===== src/hlg_pkg.sv =====
// Package for the Huber loss and gradient block: widths, register codes,
// reset values and the sequencer state type. No dependencies.
`default_nettype none

package hlg_pkg;

    localparam int FRAC_BITS_DEF  = 16;
    localparam int DATA_WIDTH_DEF = 32;

    localparam int IO_W       = 32;   // prediction, target, gradient
    localparam int DELTA_W    = 31;
    localparam int ROWS_W     = 16;
    localparam int LOSS_W     = 31;
    localparam int ACC_W      = 64;
    localparam int MUL_W      = 32;
    localparam int CFG_IDX_W  = 8;
    localparam int CFG_DATA_W = 32;

    localparam logic [CFG_IDX_W-1:0] CFG_HUBER_DELTA = CFG_IDX_W'(0);
    localparam logic [CFG_IDX_W-1:0] CFG_BATCH_ROWS  = CFG_IDX_W'(1);

    localparam logic [DELTA_W-1:0] DELTA_RESET = DELTA_W'(65536);
    localparam logic [ROWS_W-1:0]  ROWS_RESET  = ROWS_W'(1);

    typedef enum logic [3:0] {
        S_IDLE,
        S_DIFF,
        S_MUL_A,
        S_MUL_B,
        S_ELEM,
        S_ACC,
        S_DIV_G,
        S_DIV_L,
        S_OUT
    } t_state;

endpackage

`default_nettype wire


===== src/hlg_mul.sv =====
// Shared unsigned multiplier with a registered product.
// Depends on hlg_pkg for the operand width default.
`default_nettype none

module hlg_mul #(
    parameter int W = hlg_pkg::MUL_W
) (
    input  wire logic           i_clk,
    input  wire logic [W-1:0]   i_a,
    input  wire logic [W-1:0]   i_b,
    output logic      [2*W-1:0] o_prod
);

    logic [2*W-1:0] r_prod;

    always_ff @(posedge i_clk) begin
        r_prod <= (2*W)'(i_a) * (2*W)'(i_b);
    end

    assign o_prod = r_prod;

endmodule

`default_nettype wire


===== src/hlg_div.sv =====
// Shared radix-2 restoring divider, one quotient bit per cycle.
// Runs a full-width or a half-width dividend; depends on hlg_pkg.
`default_nettype none

module hlg_div #(
    parameter int DIVIDEND_W = hlg_pkg::ACC_W,
    parameter int DIVISOR_W  = hlg_pkg::ROWS_W
) (
    input  wire logic                  i_clk,
    input  wire logic                  i_rst_n,
    input  wire logic                  i_start,
    input  wire logic                  i_long,
    input  wire logic [DIVIDEND_W-1:0] i_dividend,
    input  wire logic [DIVISOR_W-1:0]  i_divisor,
    output logic                       o_done,
    output logic      [DIVIDEND_W-1:0] o_quotient
);

    localparam int HALF  = DIVIDEND_W / 2;
    localparam int CNT_W = $clog2(DIVIDEND_W + 1);

    logic                  r_busy;
    logic                  r_done;
    logic [CNT_W-1:0]      r_cnt;
    logic [DIVIDEND_W-1:0] r_quo;
    logic [DIVISOR_W-1:0]  r_rem;
    logic [DIVISOR_W-1:0]  r_dvs;

    logic [DIVISOR_W:0]    w_shift;
    logic [DIVISOR_W:0]    w_sub;
    logic                  w_ge;
    logic [DIVISOR_W-1:0]  n_rem;

    always_comb begin
        w_shift = {r_rem, r_quo[DIVIDEND_W-1]};
        w_sub   = w_shift - {1'b0, r_dvs};
        w_ge    = (w_shift >= {1'b0, r_dvs});
        n_rem   = w_ge ? w_sub[DIVISOR_W-1:0] : w_shift[DIVISOR_W-1:0];
    end

    always_ff @(posedge i_clk) begin
        if (!i_rst_n) begin
            r_busy <= 1'b0;
            r_done <= 1'b0;
            r_cnt  <= '0;
        end else begin
            r_done <= 1'b0;
            if (i_start) begin
                r_busy <= 1'b1;
                r_cnt  <= i_long ? CNT_W'(DIVIDEND_W) : CNT_W'(HALF);
            end else if (r_busy) begin
                r_cnt <= r_cnt - CNT_W'(1);
                if (r_cnt == CNT_W'(1)) begin
                    r_busy <= 1'b0;
                    r_done <= 1'b1;
                end
            end
        end
    end

    // zero row count divides as one
    always_ff @(posedge i_clk) begin
        if (i_start) begin
            r_rem <= '0;
            r_dvs <= (i_divisor == '0) ? DIVISOR_W'(1) : i_divisor;
            r_quo <= i_long ? i_dividend
                            : {i_dividend[HALF-1:0], {(DIVIDEND_W-HALF){1'b0}}};
        end else if (r_busy) begin
            r_rem <= n_rem;
            r_quo <= {r_quo[DIVIDEND_W-2:0], w_ge};
        end
    end

    assign o_done     = r_done;
    assign o_quotient = r_quo;

endmodule

`default_nettype wire


===== src/huber_loss_and_gradient.sv =====
// Top level of the Huber loss and gradient block: sequencer, datapath
// registers and config registers. Uses hlg_pkg, hlg_mul and hlg_div.
//
//  channel   dir  handshake                      payload
//  --------  ---  -----------------------------  ---------------------------------
//  in        in   i_in_valid / o_in_stall        i_prediction i_target i_last_in_batch
//  out       out  o_out_valid / i_out_stall      o_gradient o_batch_loss o_last_out
//  cfg       in   i_cfg_valid / o_cfg_ready      i_cfg_index i_cfg_data
//
// The block takes one word at a time: the input stalls from accept until the
// result is loaded into the output register. The radix-2 divider runs 32
// steps for the gradient and 64 more for the batch loss on a word marked last.
// Reset is synchronous, active low; it clears the sequencer, the accumulator
// and the registers to delta 1.0 and one row. A stalled result sits in the
// output register while the next word is accepted and worked on.
`default_nettype none

module huber_loss_and_gradient #(
    parameter int FRAC_BITS  = hlg_pkg::FRAC_BITS_DEF,
    parameter int DATA_WIDTH = hlg_pkg::DATA_WIDTH_DEF
) (
    input  wire logic                               i_clk,
    input  wire logic                               i_rst_n,
    // input words
    input  wire logic                               i_in_valid,
    output logic                                    o_in_stall,
    input  wire logic signed [hlg_pkg::IO_W-1:0]    i_prediction,
    input  wire logic signed [hlg_pkg::IO_W-1:0]    i_target,
    input  wire logic                               i_last_in_batch,
    // result words
    output logic                                    o_out_valid,
    input  wire logic                               i_out_stall,
    output logic signed      [hlg_pkg::IO_W-1:0]    o_gradient,
    output logic             [hlg_pkg::LOSS_W-1:0]  o_batch_loss,
    output logic                                    o_last_out,
    // config writes
    input  wire logic                               i_cfg_valid,
    output logic                                    o_cfg_ready,
    input  wire logic        [hlg_pkg::CFG_IDX_W-1:0]  i_cfg_index,
    input  wire logic        [hlg_pkg::CFG_DATA_W-1:0] i_cfg_data
);

    localparam int IO_W    = hlg_pkg::IO_W;
    localparam int DELTA_W = hlg_pkg::DELTA_W;
    localparam int ROWS_W  = hlg_pkg::ROWS_W;
    localparam int LOSS_W  = hlg_pkg::LOSS_W;
    localparam int ACC_W   = hlg_pkg::ACC_W;
    localparam int MUL_W   = hlg_pkg::MUL_W;
    localparam int SAT_BITS = (DATA_WIDTH < 32) ? DATA_WIDTH : 32;

    // signed saturation bounds on a 33-bit difference
    localparam logic signed [IO_W:0] D_MAX = (IO_W+1)'((34'sd1 <<< (SAT_BITS - 1)) - 34'sd1);
    localparam logic signed [IO_W:0] D_MIN = -D_MAX - (IO_W+1)'(1);
    // element loss bound
    localparam logic [ACC_W:0]   ELEM_MAX  = (ACC_W+1)'((65'd1 << (SAT_BITS - 1)) - 65'd1);
    localparam logic [LOSS_W-1:0] LOSS_MAX = '1;

    hlg_pkg::t_state r_state, n_state;

    // config registers
    logic [DELTA_W-1:0] r_delta;
    logic [ROWS_W-1:0]  r_rows;

    // per-word working registers
    logic signed [IO_W-1:0] r_pred;
    logic signed [IO_W-1:0] r_tgt;
    logic                   r_last;
    logic                   r_neg;
    logic                   r_in_rng;
    logic [MUL_W-1:0]       r_mag;
    logic [2*MUL_W-1:0]     r_p1;
    logic [LOSS_W-1:0]      r_elem;
    logic [ACC_W-1:0]       r_acc;
    logic signed [IO_W-1:0] r_grad;

    // output register
    logic                   r_out_valid;
    logic signed [IO_W-1:0] r_out_grad;
    logic [LOSS_W-1:0]      r_out_loss;
    logic                   r_out_last;

    // sequencer outputs
    logic w_accept;
    logic w_mul_sq;      // first multiply: |d|^2 or delta * |d|
    logic w_div_start;
    logic w_div_long;
    logic w_out_load;
    logic w_out_free;

    // datapath
    logic signed [IO_W:0]   w_raw;
    logic signed [IO_W:0]   w_d;
    logic signed [IO_W:0]   w_abs;
    logic [MUL_W-1:0]       w_mul_a;
    logic [MUL_W-1:0]       w_mul_b;
    logic [2*MUL_W-1:0]     w_prod;
    logic [ACC_W:0]         w_full;
    logic [ACC_W:0]         w_shr;
    logic [ACC_W:0]         w_sum;
    logic [ACC_W-1:0]       w_div_in;
    logic                   w_div_done;
    logic [ACC_W-1:0]       w_quo;
    logic signed [IO_W:0]   w_gs;
    logic signed [IO_W:0]   w_gsat;
    logic [MUL_W-1:0]       w_delta_ext;

    assign w_delta_ext = {1'b0, r_delta};
    assign w_out_free  = !r_out_valid || !i_out_stall;

    // ---------------- sequencer: next state ----------------
    always_comb begin
        n_state = r_state;
        case (r_state)
            hlg_pkg::S_IDLE:  if (i_in_valid) n_state = hlg_pkg::S_DIFF;
            hlg_pkg::S_DIFF:  n_state = hlg_pkg::S_MUL_A;
            hlg_pkg::S_MUL_A: n_state = hlg_pkg::S_MUL_B;
            hlg_pkg::S_MUL_B: n_state = hlg_pkg::S_ELEM;
            hlg_pkg::S_ELEM:  n_state = hlg_pkg::S_ACC;
            hlg_pkg::S_ACC:   n_state = hlg_pkg::S_DIV_G;
            hlg_pkg::S_DIV_G: begin
                if (w_div_done) begin
                    n_state = r_last ? hlg_pkg::S_DIV_L : hlg_pkg::S_OUT;
                end
            end
            hlg_pkg::S_DIV_L: if (w_div_done) n_state = hlg_pkg::S_OUT;
            hlg_pkg::S_OUT:   if (w_out_free) n_state = hlg_pkg::S_IDLE;
            default:          n_state = hlg_pkg::S_IDLE;
        endcase
    end

    // ---------------- sequencer: outputs ----------------
    always_comb begin
        o_in_stall  = 1'b1;
        w_accept    = 1'b0;
        w_mul_sq    = 1'b0;
        w_div_start = 1'b0;
        w_div_long  = 1'b0;
        w_div_in    = r_acc;
        w_out_load  = 1'b0;
        case (r_state)
            hlg_pkg::S_IDLE: begin
                o_in_stall = 1'b0;
                w_accept   = i_in_valid;
            end
            hlg_pkg::S_MUL_A: w_mul_sq = 1'b1;
            hlg_pkg::S_ACC: begin
                // gradient magnitude: |d| in range, else delta
                w_div_start = 1'b1;
                w_div_in    = ACC_W'(r_in_rng ? r_mag : w_delta_ext);
            end
            hlg_pkg::S_DIV_G: begin
                if (w_div_done && r_last) begin
                    w_div_start = 1'b1;
                    w_div_long  = 1'b1;
                end
            end
            hlg_pkg::S_OUT: w_out_load = w_out_free;
            default: ;
        endcase
    end

    always_ff @(posedge i_clk) begin
        if (!i_rst_n) begin
            r_state <= hlg_pkg::S_IDLE;
        end else begin
            r_state <= n_state;
        end
    end

    // ---------------- config registers ----------------
    assign o_cfg_ready = 1'b1;

    always_ff @(posedge i_clk) begin
        if (!i_rst_n) begin
            r_delta <= hlg_pkg::DELTA_RESET;
            r_rows  <= hlg_pkg::ROWS_RESET;
        end else if (i_cfg_valid) begin
            if (i_cfg_index == hlg_pkg::CFG_HUBER_DELTA) begin
                r_delta <= i_cfg_data[DELTA_W-1:0];
            end else if (i_cfg_index == hlg_pkg::CFG_BATCH_ROWS) begin
                r_rows <= i_cfg_data[ROWS_W-1:0];
            end
        end
    end

    // ---------------- difference and magnitude ----------------
    always_comb begin
        w_raw = $signed({r_pred[IO_W-1], r_pred}) - $signed({r_tgt[IO_W-1], r_tgt});
        if (w_raw > D_MAX) begin
            w_d = D_MAX;
        end else if (w_raw < D_MIN) begin
            w_d = D_MIN;
        end else begin
            w_d = w_raw;
        end
        w_abs = w_d[IO_W] ? -w_d : w_d;
    end

    // ---------------- shared multiplier ----------------
    always_comb begin
        if (w_mul_sq) begin
            w_mul_a = r_in_rng ? r_mag : w_delta_ext;
            w_mul_b = r_mag;
        end else begin
            w_mul_a = w_delta_ext;
            w_mul_b = w_delta_ext;
        end
    end

    hlg_mul #(
        .W (MUL_W)
    ) u_mul (
        .i_clk  (i_clk),
        .i_a    (w_mul_a),
        .i_b    (w_mul_b),
        .o_prod (w_prod)
    );

    // ---------------- element loss and accumulate ----------------
    always_comb begin
        // in range: d^2; else 2*delta*|d| - delta^2 (w_prod holds delta^2)
        w_full = r_in_rng ? {1'b0, r_p1} : ({r_p1, 1'b0} - {1'b0, w_prod});
        w_shr  = w_full >> (FRAC_BITS + 1);
        w_sum  = {1'b0, r_acc} + (ACC_W+1)'(r_elem);
    end

    // ---------------- shared divider ----------------
    hlg_div #(
        .DIVIDEND_W (ACC_W),
        .DIVISOR_W  (ROWS_W)
    ) u_div (
        .i_clk      (i_clk),
        .i_rst_n    (i_rst_n),
        .i_start    (w_div_start),
        .i_long     (w_div_long),
        .i_dividend (w_div_in),
        .i_divisor  (r_rows),
        .o_done     (w_div_done),
        .o_quotient (w_quo)
    );

    // restore the sign of the gradient quotient, then saturate
    always_comb begin
        w_gs = r_neg ? -$signed({1'b0, w_quo[IO_W-1:0]}) : $signed({1'b0, w_quo[IO_W-1:0]});
        if (w_gs > D_MAX) begin
            w_gsat = D_MAX;
        end else if (w_gs < D_MIN) begin
            w_gsat = D_MIN;
        end else begin
            w_gsat = w_gs;
        end
    end

    // ---------------- working registers ----------------
    always_ff @(posedge i_clk) begin
        if (w_accept) begin
            r_pred <= i_prediction;
            r_tgt  <= i_target;
            r_last <= i_last_in_batch;
        end
        if (r_state == hlg_pkg::S_DIFF) begin
            r_neg    <= w_d[IO_W];
            r_mag    <= w_abs[MUL_W-1:0];
            r_in_rng <= (w_abs[MUL_W-1:0] <= w_delta_ext);
        end
        if (r_state == hlg_pkg::S_MUL_B) begin
            r_p1 <= w_prod;
        end
        if (r_state == hlg_pkg::S_ELEM) begin
            r_elem <= (w_shr > ELEM_MAX) ? ELEM_MAX[LOSS_W-1:0] : w_shr[LOSS_W-1:0];
        end
        if (r_state == hlg_pkg::S_DIV_G && w_div_done) begin
            r_grad <= w_gsat[IO_W-1:0];
        end
    end

    // accumulator: saturate on overflow, clear after the last word's divide
    always_ff @(posedge i_clk) begin
        if (!i_rst_n) begin
            r_acc <= '0;
        end else if (r_state == hlg_pkg::S_ACC) begin
            r_acc <= w_sum[ACC_W] ? {ACC_W{1'b1}} : w_sum[ACC_W-1:0];
        end else if (r_state == hlg_pkg::S_DIV_L && w_div_done) begin
            r_acc <= '0;
        end
    end

    // ---------------- output register ----------------
    always_ff @(posedge i_clk) begin
        if (!i_rst_n) begin
            r_out_valid <= 1'b0;
        end else if (w_out_load) begin
            r_out_valid <= 1'b1;
        end else if (!i_out_stall) begin
            r_out_valid <= 1'b0;
        end
    end

    logic [LOSS_W-1:0] r_loss;

    always_ff @(posedge i_clk) begin
        // batch loss: zero unless last, saturated to the 31-bit range
        if (r_state == hlg_pkg::S_DIV_G && w_div_done) begin
            r_loss <= '0;
        end else if (r_state == hlg_pkg::S_DIV_L && w_div_done) begin
            r_loss <= (|w_quo[ACC_W-1:LOSS_W]) ? LOSS_MAX : w_quo[LOSS_W-1:0];
        end
        if (w_out_load) begin
            r_out_grad <= r_grad;
            r_out_loss <= r_loss;
            r_out_last <= r_last;
        end
    end

    assign o_out_valid  = r_out_valid;
    assign o_gradient   = r_out_grad;
    assign o_batch_loss = r_out_loss;
    assign o_last_out   = r_out_last;

endmodule

`default_nettype wire

===== config.mk =====
export PLATFORM = sky130hd
export DESIGN_NAME = huber_loss_and_gradient
export DESIGN_NICKNAME = d
export VERILOG_FILES = /design/src/hlg_pkg.sv /design/src/hlg_mul.sv /design/src/hlg_div.sv /design/src/huber_loss_and_gradient.sv
export SDC_FILE = /design/constraint.sdc
export NUM_CORES = 2
export LEC_CHECK = 0
export BUFFER_PORTS_ARGS = -buffer_cell sky130_fd_sc_hd__buf_2
export CAP_MARGIN = 20
export CORE_MARGIN = 5
export CORE_UTILIZATION = 65
export CTS_CLUSTER_SIZE = 12
export DETAILED_ROUTE_END_ITERATION = 7
export HOLD_SLACK_MARGIN = 0.03
export PLACE_DENSITY = 0.81
export RECOVER_POWER = 50
export SLEW_MARGIN = 20
export SYNTH_ARGS = -nofsm -noshare
export SYNTH_HDL_FRONTEND = slang
export SYNTH_SLANG_ARGS = --single-unit

===== constraint.sdc =====
create_clock -name i_clk -period 15.2 [get_ports i_clk]
set_clock_uncertainty 0.1 [all_clocks]
set_input_delay 3.04 -clock i_clk [delete_from_list [all_inputs] [get_ports i_clk]]
set_output_delay 3.04 -clock i_clk [all_outputs]
set_load 0.1 [all_outputs]

# [After elaboration in Yosys (flattened, before gate mapping)]
# Cells that the tools add are included.
# Widths: inputs -> output; s select.
[classes] mux=41 magnitude_cmp=7 n_eq_ne=15 reduce_logical=16 multipliers=1 n_shift=0 n_div=0 n_bitwise=3 addsub=7
[ops] cell="$mux 64" count=7
[ops] cell="$mux 32" count=6
[ops] cell="$mux 33" count=3
[ops] cell="$gt 33x32->1 const B" count=2
[ops] cell="$lt 33x32->1 const B" count=2
[ops] cell="$add 64x31->65" count=1
[ops] cell="$mux 65" count=1
[ops] cell="$sub 65x64->65" count=1
[ops] cell="$mul 32x32->64" count=1
[ops] cell="$gt 48x31->1 const B" count=1
[ops] cell="$pmux 4 s9" count=1
[ops] cell="$neg 32->33" count=1
[ops] cell="$reduce_or 33->1" count=1
[ops] cell="$sub 32x32->33" count=1
[ops] cell="$le 32x31->1" count=1
[ops] cell="$neg 32->32" count=1
[ops] cell="$mux 31" count=1
[ops] cell="$mux 7" count=3
[ops] cell="$mux 4" count=5
[ops] cell="$ge 17x16->1" count=1
[ops] cell="$eq 4x3->1 const B" count=4
[ops] cell="$logic_not 16->1" count=1
[ops] cell="$mux 16" count=1
[ops] cell="$sub 16x16->16" count=1
[ops] cell="21 further kinds" count=42
[totals] mem_count=0 out_inout_bits=67 latch_bits=0 mem_bits_ro=0 regBits=606 ramBits=0 inputBits=110 wordCells=115

# [Logic depth before layout (Yosys ltp)]
[depth] ltp_word=7 mapped_depth=40 mapped_depth_nobuf=36

# [Modules after synthesis]
# A second synthesis with hierarchy kept.
[hier_totals] cells_unflattened=7472 area_unflattened_um2=68456.9
[by_module_without_submodules] mod="hlg_mul" seq_area_each_um2=1281.2 area_each_um2=34887.2 cells_each=3843 n_inst=1
[by_module_without_submodules] mod="huber_loss_and_gradient" seq_area_each_um2=11651.2 area_each_um2=28109.5 cells_each=3120 n_inst=1
[by_module_without_submodules] mod="hlg_div" seq_area_each_um2=2902.8 area_each_um2=5460.2 cells_each=509 n_inst=1

# [Worst setup path before layout]
# No wires, ideal clock.
[synth_timing] path_kind="register to register" startpoint="reg r_state[1]" endpoint="reg u_mul.r_prod[63], in the netlist u_mul.o_prod[63]" path_slack_ps=5630 required_time_ps=15028 path_buffers=6 stages_incl_launch_ff=38 synth_period_minus_slack_ps=9570 t_arrival_ps=9398 setup_time_ps=72 path_cell_list="dfxtp_1 -> clkbuf_1 -> nand2_1 -> nor3_1 -> clkbuf_1 -> clkbuf_1 -> buf_1 -> nand2_1 -> nand2_1 -> clkbuf_1 -> nand2_1 -> fa_1 -> inv_1 -> fa_1 -> inv_1 -> fa_1 -> fa_1 -> inv_1 -> (+2 left out) -> fa_1 -> inv_1 -> fa_1 -> fa_1 -> ha_1 -> buf_6 -> a21o_1 -> a21o_1 -> a221oi_2 -> a21oi_1 -> nor2_2 -> a2111oi_1 -> o41a_1 -> and3_1 -> or4_4 -> a31o_1 -> a21oi_2 -> xnor2_1"
[synth_between] elab_chain_cells=4 word_cells_on_any_way=5 cone_classes="mul (1); eq/ne (1); mux (3)"
[synth_lines] item="start, declared" line="huber_loss_and_gradient.sv:58" text="hlg_pkg::t_state r_state, n_state;"
[synth_lines] item="start signal, assigned" line="huber_loss_and_gradient.sv:164" text="r_state <= hlg_pkg::S_IDLE;"
[synth_lines] item="start signal, assigned" line="huber_loss_and_gradient.sv:166" text="r_state <= n_state;"
[synth_lines] item="$eq 4x2->1 *" line="huber_loss_and_gradient.sv:140" text="case (r_state)"
[synth_lines] item="$mux 1 *" line="huber_loss_and_gradient.sv:140"
[synth_lines] item="$mux 32" line="huber_loss_and_gradient.sv:201" text="if (w_mul_sq) begin"
[synth_lines] item="$mul 32x32->64 *" line="hlg_mul.sv:17" text="r_prod <= (2*W)'(i_a) * (2*W)'(i_b);"
[synth_lines] item="end signal, assigned" line="hlg_mul.sv:17"
[synth_lines] item="end, declared" line="hlg_mul.sv:14" text="logic [2*W-1:0] r_prod;"
# Every way passes the cells marked *; elsewhere a longest branch is shown, timed or not.
# A chain may end at the register's enable or synchronous reset.

# [Worst setup path after layout]
[layout_timing] startpoint="reg r_in_rng" endpoint="reg u_mul.r_prod[62], in the netlist u_mul.o_prod[62]"
[layout_between] elab_chain_cells=3
[layout_lines] item="start, declared" line="huber_loss_and_gradient.sv:69" text="logic r_in_rng;"
[layout_lines] item="start signal, assigned" line="huber_loss_and_gradient.sv:264" text="r_in_rng <= (w_abs[MUL_W-1:0] <= w_delta_ext);"
[layout_lines] item="$mux 32" line="huber_loss_and_gradient.sv:202" text="w_mul_a = r_in_rng ? r_mag : w_delta_ext;"
[layout_lines] item="$mux 32" line="huber_loss_and_gradient.sv:201"
[layout_lines] item="$mul 32x32->64" line="hlg_mul.sv:17"
# Every way passes these cells.

==> results by group <==
STA
  • Fin crit period: 11.28 ns
  • Max Freq: just under 90 MHz
  • Max-slew violation count: roughly 500
  • Max_slew headroom: -156.2%
  • Period utilization: 74.23%
  • TNS Setup: 0 ns
  • PnR worst setup slack: 3.918 ns
  • Worst slew pin tran: 3.843 ns
  • Unrepaired setup endpoints after global routing: false
  • Endpoints failing setup: 0
  • Final hold violation count: 0

Clock network
  • Postcts setup bufs: 0
  • # H-tree levels: 3
  • Root cell of the clock tree: clkbuf_16
  • Max Root-Sink Buffers: 3
  • CTS buffer count: just over 70
  • CTS tree: built
  • # clock sinks: 606
  • CTS resizes: 0
  • Worst skew pair latency: 0.66 ns
  • Hold_buf cts: 0
  • Worst-path clk slew: 0.06 ns

Placed design
  • Place WS: 4.067 ns
  • Placer Congestion: 1.065
  • IO buf count: around 170
  • Post-DP HPWL: ~160 mm

Setup path
  • CP Capture Point: u_mul.o_prod[62]
  • Crit end category: flip-flop
  • Critical Path Start: r_in_rng
  • Largest stage delay on the critical path: 0.99 ns
  • Critical Path AT: between 10 and 15 ns
  • FF-to-FF End: u_mul.o_prod[62]
  • CP Buf/Inv Count: 6
  • Critical-path top delay cell: o21a_1
  • Reg2Reg Launch Point: r_in_rng
  • FF-to-FF setup slack: just under 4 ns
  • Critical path depth: 29
  • CP Launch Type: flip-flop
  • Worst path top cell family by delay: adder cells
  • CP required: 15.66 ns
  • CP Max Fanout: 54
  • Reg2reg path depth: 29
  • Crit Path Category: flip-flop to flip-flop
  • Most frequent CP cell: fa_1

Power
  • Clock group share of total power: 32.1%
  • Sequential Power Share: 36.0%
  • Combinational share of power: ~32%
  • Power Dens Cells: 76.03 nW/um2
  • Int Power: 3370 uW
  • VDD IR max: 0.1185 mV
  • Switching power: 1945 uW
  • Leak Pwr: 0.03275 uW
  • Sw Share: 36.59%

Outcome
  • Status: finished, violations left
  • Failing checks: max-capacitance violations, max-slew violations

Logic synthesis
  • Synth area leader: fa_1
  • Synth Instances: 7362
  • Syn nets: 8811
  • Ranking of synthesized cells by area: fa_1 27%, edfxtp_1 17%, ha_1 8.4%, dfxtp_1 7.2%, inv_1 6.5%
  • Netlist cell types: 102
  • Ys Warns: 0
  • Synth Cell Area: 65640 um2
  • Number of synthesized flops with an enable pin: 370
  • Synthesized flop and latch total: 606
  • Sequential share of the synthesized area: 24.12%
  • Top_reg_cell synth: edfxtp_1
  • Mapped Avg Cell Area: 8.916 um2
  • Async set-reset flop share out of synthesis: 0%
  • Area share of the largest cell type after synthesis: a little over a quarter

Die
  • Core ar.: about 100000 um2
  • Ports: 177
  • Die area: 107400 um2
  • Initial Util: 65.55%
  • Die height: about 330 um
  • Row Count: 116
  • Die width: approximately 330 um

Detailed routing
  • Vias per cell: 6.277
  • ANT nets after route: 0
  • Drt pass-1 iters: 8
  • DRT iter0 DRCs: 6011
  • Drt total wl: 208.4 mm
  • Drt wl/cell: ~24 um
  • Drt drc: 0
  • Vias: ~55k

Global routing
  • First-pass GRT wire length: 317.1 mm
  • Vias in the first global route: approximately 55k
  • Largest net degree at the start of global routing: 82
  • GRT Util Overall: 38.66%
  • GRT overflow: 0
  • Initial antenna violation count: 6

Job
  • Max-cap violations: 10

Final layout
  • Share of post-route cells with drive strength above 1: 5.965%
  • Fin nets: a little under 9k
  • Layout area overhead: 6.488%

Hold path
  • Hold Crit Class: flip-flop to flip-flop
## layer usage
metal	track usage (%)	share of wire, %	vias to the layer above
li1	-	-	23760
met1	48.66	36	26430
met2	59.10	43	3499
met3	13.10	14	906
met4	21.40	7.3	2
met5	0.3170	0.0062	-
## power groups by stage
stage | clock, uW | combinational, uW | sequential [uW]
3_3_place_gp | 0 | 1590 | 1930
2_1_floorplan | 0 | 1080 | 1910
6_report | 1700 | 1700 | 1910
5_1_grt | 1800 | 1790 | 1920
4_1_cts | 1720 | 1630 | 1910
3_5_place_dp | 0 | 1610 | 1940
## layout make-up
type,count,area [um2]
multi-input cells,5228,44110
clock buffers,103,2011
fillers,7715,30250
flip-flops and latches,606,15840
well taps,1298,1624
diodes,5,12.51
inverters,1142,4287
clock inverters,28,326.6
repair buffers,286,1690
## flip-flops by register name (all words and copies together) (netlist names), 4 cells and up
register / cells
r_pred: 32
u_div.o_quotient: 64
r_p1: 64
r_rows: 16
r_acc: 64
r_delta: 31
r_grad: 32
u_div.r_cnt: 7
u_div.r_rem: 16
r_state: 4
o_gradient: 32
r_loss: 31
r_tgt: 32
u_div.r_dvs: 16
r_mag: 32
o_batch_loss: 31
u_mul.o_prod: 64
r_elem: 31
## cell families after synthesis
family | after synthesis | synth area share, %
AND/OR/NAND/NOR | 2292 | 14.80
flip-flops | 606 | 24.12
buffers and inverters | 1528 | 8.791
other | 1 | 0.005713
multiplexers | 78 | 1.195
AO/OA/AOI/OAI | 1305 | 12.42
adder cells (fa/ha/maj) | 1343 | 35.87
XOR/XNOR | 209 | 2.800
## worst min-delay path by stage
stage                      to             start  cells past startpoint  slack [ns]
4_1_cts              r_p1[59]  u_mul.o_prod[59]                      0        0.31
3_3_place_gp   o_gradient[27]        r_grad[27]                      0        0.30
5_1_grt              r_p1[59]  u_mul.o_prod[59]                      0        0.32
2_1_floorplan   o_gradient[0]         r_grad[0]                      0        0.30
3_5_place_dp   o_gradient[13]        r_grad[13]                      0        0.30
6_report             r_p1[59]  u_mul.o_prod[59]                      0        0.31
## per-stage QoR
step | hold slack [ns] | utilization, % | area, um2 | std cells | power, uW
after floorplan | 0.3003 | - | 65640 | 7362 | 2995
after global placement | 0.3026 | 67.48 | 67580 | 8558 | 3522
after global routing | 0.3192 | 69.79 | 69890 | 8691 | 5507
after CTS | 0.3121 | 69.82 | 69920 | 8689 | 5252
final | 0.3060 | 69.80 | 69900 | 8696 | 5314
after detailed placement | 0.3045 | 67.48 | 67580 | 8558 | 3554
## cells in the final DEF, fill, tap and decap left out, types with 34 or more instances in the layout
cell type and n:
clkbuf_16 74, a21o_1 140, edfxtp_1 370, xnor2_1 110
and2_1 60, dfxtp_1 236, and3_1 40, a21oi_1 383
xor2_1 98, buf_4 101, ha_1 440, mux2i_1 75
fa_1 899, a211oi_1 34, o21ai_0 328, nand3_1 58
nor2_1 701, inv_1 1140, nand2_1 1126, nor3_1 65
buf_2 168, nand4_1 64, a31oi_1 54, clkbuf_1 38
o21bai_1 36, o21a_1 54, o211ai_1 54
## synthesized netlist by cell type (9+ instances only)
| library cell | n |
|---|---|
| inv_1 | 1141 |
| nand2_1 | 1130 |
| fa_1 | 899 |
| nor2_1 | 705 |
| ha_1 | 440 |
| a21oi_1 | 385 |
| edfxtp_1 | 370 |
| clkbuf_1 | 349 |
| o21ai_0 | 332 |
| dfxtp_1 | 236 |
| a21o_1 | 140 |
| xnor2_1 | 110 |
| xor2_1 | 98 |
| mux2i_1 | 75 |
| nor3_1 | 66 |
| nand4_1 | 64 |
| and2_1 | 60 |
| nand3_1 | 59 |
| a31oi_1 | 55 |
| o211ai_1 | 54 |
| o21a_1 | 54 |
| and3_1 | 40 |
| o21bai_1 | 36 |
| a211oi_1 | 35 |
| nor2b_1 | 30 |
| o31ai_1 | 28 |
| nand2b_1 | 26 |
| nor4_1 | 26 |
| or3_1 | 23 |
| buf_1 | 21 |
| o21ai_1 | 21 |
| a311oi_1 | 17 |
| buf_2 | 13 |
| or2_2 | 12 |
| a21boi_0 | 11 |
| a211o_1 | 10 |
| a22o_1 | 9 |
| o2111ai_1 | 9 |
Note: power is estimated with default switching activity, not from simulation.
